## config.mk

```make
export PLATFORM = sky130hd
export DESIGN_NAME = oft_mul_unit
export DESIGN_NICKNAME = d
export VERILOG_FILES = /design/src/sv/assert_macros.svh /design/src/sv/oft_pkg.sv /design/src/sv/oft_mul_unit.sv
export SDC_FILE = /design/constraint.sdc
export NUM_CORES = 2
export LEC_CHECK = 0
export BUFFER_PORTS_ARGS = -buffer_cell sky130_fd_sc_hd__buf_2
export CAP_MARGIN = 25
export CORE_UTILIZATION = 68
export CTS_CLUSTER_DIAMETER = 120
export DETAILED_ROUTE_END_ITERATION = 6
export PLACE_DENSITY = 0.95
export SLEW_MARGIN = 20
export SYNTH_ARGS = -nofsm -noshare
export SYNTH_HDL_FRONTEND = slang
export SYNTH_SLANG_ARGS = --single-unit
export TNS_END_PERCENT = 10
```

## constraint.sdc

```tcl
create_clock -name clock -period 11.4 [get_ports clock]
set_input_delay 0.57 -clock clock [delete_from_list [all_inputs] [get_ports clock]]
set_output_delay 0.57 -clock clock [all_outputs]
set_load 0.05 [all_outputs]
```

## src/sv/assert_macros.svh

```systemverilog
// Assertion helpers shared by the RTL.
`ifndef ASSERT_MACROS_SVH
`define ASSERT_MACROS_SVH

`ifndef SYNTHESIS

`define OFT_ASSERT_IMP(name, clk, rst, ante, cons) \
   name: assert property (@(posedge clk) disable iff (rst) (ante) |-> (cons)) \
      else $error("assertion failed");

`define OFT_ASSERT_NXT(name, clk, rst, ante, cons) \
   name: assert property (@(posedge clk) disable iff (rst) (ante) |=> (cons)) \
      else $error("assertion failed");

`else

`define OFT_ASSERT_IMP(name, clk, rst, ante, cons)

`define OFT_ASSERT_NXT(name, clk, rst, ante, cons)

`endif

`endif

```

## src/sv/oft_pkg.sv

```systemverilog
`timescale 1ns / 1ps
`default_nettype none

package oft_pkg;

   localparam int PIX_W       = 8;
   localparam int GREY_LEVELS = 256;
   localparam int BIN_W       = $clog2(GREY_LEVELS);
   localparam int MAX_PIXELS  = 32768;
   localparam int CNT_W       = 16;
   localparam int SUM_W       = PIX_W + CNT_W;
   localparam int PROD_W      = CNT_W + SUM_W;
   localparam int DEN_W       = 2 * CNT_W;
   localparam int NUM_W       = 2 * PROD_W;
   localparam int CMP_W       = NUM_W + DEN_W;

   localparam int MUL_X_W     = NUM_W;
   localparam int MUL_Y_W     = PROD_W;
   localparam int MUL_DIGIT   = 8;
   localparam int MUL_STEPS   = MUL_Y_W / MUL_DIGIT;
   localparam int MUL_CNT_W   = $clog2(MUL_STEPS);
   localparam int MUL_P_W     = MUL_X_W + MUL_Y_W;

   typedef enum logic [3:0] {
      ST_CLEAR,
      ST_IDLE,
      ST_COUNT,
      ST_READ,
      ST_LOAD,
      ST_MUL_GO,
      ST_MUL_WAIT,
      ST_CHECK,
      ST_CMP,
      ST_NEXT,
      ST_RESULT
   } state_type;

   typedef enum logic [2:0] {
      OP_TS,
      OP_LEFT,
      OP_RIGHT,
      OP_DEN,
      OP_SQ,
      OP_LHS,
      OP_RHS
   } op_type;

endpackage

`default_nettype wire

```

## src/sv/oft_mul_unit.sv

```systemverilog
`timescale 1ns / 1ps
`default_nettype none

module oft_mul_unit (
   input  wire logic                          clock,
   input  wire logic                          reset,
   input  wire logic                          start,
   input  wire logic [oft_pkg::MUL_X_W-1:0]   op_x,
   input  wire logic [oft_pkg::MUL_Y_W-1:0]   op_y,
   output logic                               busy,
   output logic                               done,
   output logic [oft_pkg::MUL_P_W-1:0]        product
);

   localparam int PART_W = oft_pkg::MUL_X_W + oft_pkg::MUL_DIGIT;

   logic [oft_pkg::MUL_X_W-1:0]   x_ff, x_in;
   logic [oft_pkg::MUL_Y_W-1:0]   y_ff, y_in;
   logic [oft_pkg::MUL_P_W-1:0]   acc_ff, acc_in;
   logic [oft_pkg::MUL_CNT_W-1:0] cnt_ff, cnt_in;
   logic                          busy_ff, busy_in;
   logic                          done_ff, done_in;
   logic [oft_pkg::MUL_DIGIT-1:0] digit;
   logic [PART_W-1:0]             part;

   // MSB-first, one 8-bit digit of y per cycle while busy
   always_comb begin
      digit = y_ff[oft_pkg::MUL_Y_W-1 -: oft_pkg::MUL_DIGIT];
      part  = PART_W'(x_ff) * PART_W'(digit);
   end

   always_comb begin
      x_in    = x_ff;
      y_in    = y_ff;
      acc_in  = acc_ff;
      cnt_in  = cnt_ff;
      busy_in = busy_ff;
      done_in = 1'b0;
      if (start) begin
         x_in    = op_x;
         y_in    = op_y;
         acc_in  = '0;
         cnt_in  = '0;
         busy_in = 1'b1;
      end else if (busy_ff) begin
         acc_in = (acc_ff << oft_pkg::MUL_DIGIT) + oft_pkg::MUL_P_W'(part);
         y_in   = y_ff << oft_pkg::MUL_DIGIT;
         cnt_in = cnt_ff + 1'b1;
         if (cnt_ff == oft_pkg::MUL_CNT_W'(oft_pkg::MUL_STEPS - 1)) begin
            busy_in = 1'b0;
            done_in = 1'b1;
         end
      end
   end

   always_ff @(posedge clock) begin
      if (reset) begin
         busy_ff <= 1'b0;
         done_ff <= 1'b0;
         cnt_ff  <= '0;
      end else begin
         busy_ff <= busy_in;
         done_ff <= done_in;
         cnt_ff  <= cnt_in;
      end
   end

   always_ff @(posedge clock) begin
      x_ff   <= x_in;
      y_ff   <= y_in;
      acc_ff <= acc_in;
   end

   assign busy    = busy_ff;
   assign done    = done_ff;
   assign product = acc_ff;

endmodule

`default_nettype wire
```

==> metrics.txt <==
result of the run finished, violations left; failing checks design-rule violations; Req. time, crit path 11.91 ns; die span in y 219.4 µm; count of max-cap constraint violations 0; routability-driven placement congestion ratio 1.002; remaining global-route overflow 0; biggest area contributors in the synthesized netlist sky130_fd_sc_hd__fa_1, sky130_fd_sc_hd__edfxtp_1, sky130_fd_sc_hd__and2_1; # nets final 4429; placed cells 4216; remaining max-slew budget at the tightest pin 35.58%; Mean Syn Cell Area 9.178 µm²; Worst path most repeated cell sky130_fd_sc_hd__fa_1; routed wire length per instance 20.96 µm; library cell with the largest summed area after synthesis sky130_fd_sc_hd__fa_1; number of fill cells in the layout 3138; via count of the first global-routing pass 27480; data arrival at the endpoint of the critical path 7.51 ns; first-pass GRT wire length 143.7 mm; Syn. warnings 0; CP top delay family adder cells; ratio of final minimum period to clock period 61.34%; Root Buffer sky130_fd_sc_hd__clkbuf_16; cells after synthesis 3500; maximum fanout along the worst path 80; number of inserted diodes 0; core area 46560 µm²; Synth top area share 34.09%; class of the worst hold path input port to flip-flop; worst-case hold slack 0.1289 ns; count of distinct cell types in the synthesized netlist 76; Fmax 143.0 MHz; Min Clock Period, post-route 6.992 ns; Slowest-stage cell, CP sky130_fd_sc_hd__buf_4; clock tree buffer depth 3; port bufs 244; placed wire-length estimate after detailed placement 68.43 mm; CTS clk-pin slew, worst paths 0.07 ns; Iteration-0 DRC Markers 2299; die boundary width 219.4 µm; number of remaining DRC errors 3; setup tns final 0 ns; post-CTS setup buffers 0; flop and latch count out of synthesis 245; transition time at the pin with the least slew margin 0.9628 ns; Syn Nets 4288; number of buffers created by CTS 29; critical path start-end classification flip-flop to flip-flop; CTS tree yes; critical path capture point type flip-flop; 1st-pass router iterations 7; number of H-tree levels 1; Layout area overhead 7.692%; cell area after technology mapping 32120 µm²; share of final-layout standard cells stronger than drive strength 1 9.880%; number of antenna violations at the first check in global routing 0; hold-fix buffer count after cts 0; CTS sink cnt 245; Placement Rows 79; area enclosed by the die boundary 48110 µm²; Via-to-Cell Ratio 6.082; unrepaired setup endpoints after global routing no; Final Slew Violations 0; worst setup skew after layout 0.02880 ns; combined global-route utilization of all metal layers 38.50%; Hold Fails Final Rpt 0; critical path launch point type flip-flop; critical path cell sequence buf_4 -> nand2_1 -> fa_1 -> inv_1 -> fa_1 -> fa_1 -> inv_1 -> fa_1 -> inv_1 -> ha_1 -> nand4_1 -> nor4_2 -> nand3_1 -> o211ai_1 -> o21ai_1 -> o211ai_2 -> o2111ai_1 -> buf_4 -> a2111oi_2 -> xnor2_1 -> a211oi_1; endpoints failing setup 0; final non-filler cell total 4271; sequential-to-total area share from yosys stat 19.01%; maximum number of pins on one net before global-route repair 81; starting density of the core 69.00%; ys flop type sky130_fd_sc_hd__dfxtp_1; ANT nets after route 0; number of synthesized flops with an enable pin 120; boundary pin count 245; Post-synth ARST share 0%; vias 25980; WP buf/inv 5; total wire length 89.53 mm; post-cts resize count 0; fin util 74.31%; clock latency on the worst-skew pair 0.62 ns; maximum single-stage delay on the critical path 0.72 ns
## sequential cells by signal, indices dropped and copies added, names as in the netlist
name     flops
product    120
x_ff        80
y_ff        40
cnt_ff       3
busy         1
done         1
## cell usage after synthesis, types with 4 or more instances
cell type                   number
sky130_fd_sc_hd__inv_1         659
sky130_fd_sc_hd__fa_1          547
sky130_fd_sc_hd__and2_1        488
sky130_fd_sc_hd__nand2_1       307
sky130_fd_sc_hd__a21oi_1       161
sky130_fd_sc_hd__nor2_1        161
sky130_fd_sc_hd__dfxtp_1       125
sky130_fd_sc_hd__clkbuf_1      121
sky130_fd_sc_hd__edfxtp_1      120
sky130_fd_sc_hd__ha_1          118
sky130_fd_sc_hd__o21ai_0        95
sky130_fd_sc_hd__xnor2_1        60
sky130_fd_sc_hd__nand4_1        53
sky130_fd_sc_hd__mux2i_1        50
sky130_fd_sc_hd__xor2_1         37
sky130_fd_sc_hd__mux2_2         32
sky130_fd_sc_hd__a21o_1         31
sky130_fd_sc_hd__nand3_1        30
sky130_fd_sc_hd__buf_2          27
sky130_fd_sc_hd__a211oi_1       23
sky130_fd_sc_hd__o21bai_1       22
sky130_fd_sc_hd__nor3_1         20
sky130_fd_sc_hd__a31oi_1        17
sky130_fd_sc_hd__and3_1         17
sky130_fd_sc_hd__o22ai_1        13
sky130_fd_sc_hd__nand2b_1       12
sky130_fd_sc_hd__nor2b_1        11
sky130_fd_sc_hd__o21a_1         11
sky130_fd_sc_hd__nor4_1         10
sky130_fd_sc_hd__o31ai_1        10
sky130_fd_sc_hd__o211ai_1        9
sky130_fd_sc_hd__o21ai_1         8
sky130_fd_sc_hd__or3_1           8
sky130_fd_sc_hd__a21boi_0        7
sky130_fd_sc_hd__or4_1           7
sky130_fd_sc_hd__a311oi_1        6
sky130_fd_sc_hd__o2111ai_1       6
sky130_fd_sc_hd__a211o_1         5
sky130_fd_sc_hd__o311a_1         4
sky130_fd_sc_hd__or2_2           4
## metal layers
layer	vias to the layer above	GRT usage (%)	part of all wire, %
met5	-	0	0
met4	0	19.63	6.1
met3	398	7.041	9.8
met2	1666	65.67	48
met1	12660	46.70	36
li1	11260	-	-
## metrics by stage
step	setup slack [ns]	cell area (µm²)
after floorplan	5.679	32120
after global placement	4.823	33640
after detailed placement	4.654	33640
after CTS	4.556	34590
after global routing	4.048	34600
final	4.408	34600
## final timing paths
check	startpoint	to	slack, ns	cells after the start
max	y_ff[32]	product[118]	4.41	21
min	op_x[14]	x_ff[14]	0.13	1
max reg2reg	y_ff[32]	product[118]	4.41	21
min reg2reg	product[117]	product[117]	0.47	2
## area by class of cell
| type | count | area, µm² | area share, % |
|---|---|---|---|
| clock buffer | 41 | 843.3 | 2.438 |
| clock inverter | 13 | 108.9 | 0.3146 |
| inverter | 659 | 2474 | 7.150 |
| multi-input combinational | 2444 | 22940 | 66.30 |
| sequential | 245 | 6110 | 17.66 |
| tap | 607 | 759.5 | 2.195 |
| timing repair buffer | 262 | 1363 | 3.939 |
## cells in the final DEF (no fill, tap or decap), types with 50 or more instances in the layout
cell type                  instances
sky130_fd_sc_hd__edfxtp_1        120
sky130_fd_sc_hd__ha_1            118
sky130_fd_sc_hd__nand4_1          53
sky130_fd_sc_hd__and2_1          488
sky130_fd_sc_hd__a21oi_1         161
sky130_fd_sc_hd__xnor2_1          60
sky130_fd_sc_hd__buf_2           244
sky130_fd_sc_hd__inv_1           658
sky130_fd_sc_hd__dfxtp_1         124
sky130_fd_sc_hd__nand2_1         307
sky130_fd_sc_hd__fa_1            547
sky130_fd_sc_hd__nor2_1          160
sky130_fd_sc_hd__o21ai_0          95
sky130_fd_sc_hd__mux2i_1          50
## cells by family after synthesis
kind of cell / Yosys count / synth area share (%)
adders and majority gates: 665 / 38.68
xor gates and xnor gates: 97 / 2.645
DFF: 245 / 19.01
muxes: 82 / 2.680
buffers and inverters: 811 / 9.597
AOI/OAI and AO/OA: 459 / 8.892
and+or+nand+nor: 1141 / 18.50
Power is left out: the tool's default activity adds up to more than one toggle a clock period on the data nets, which glitch-free logic cannot reach.
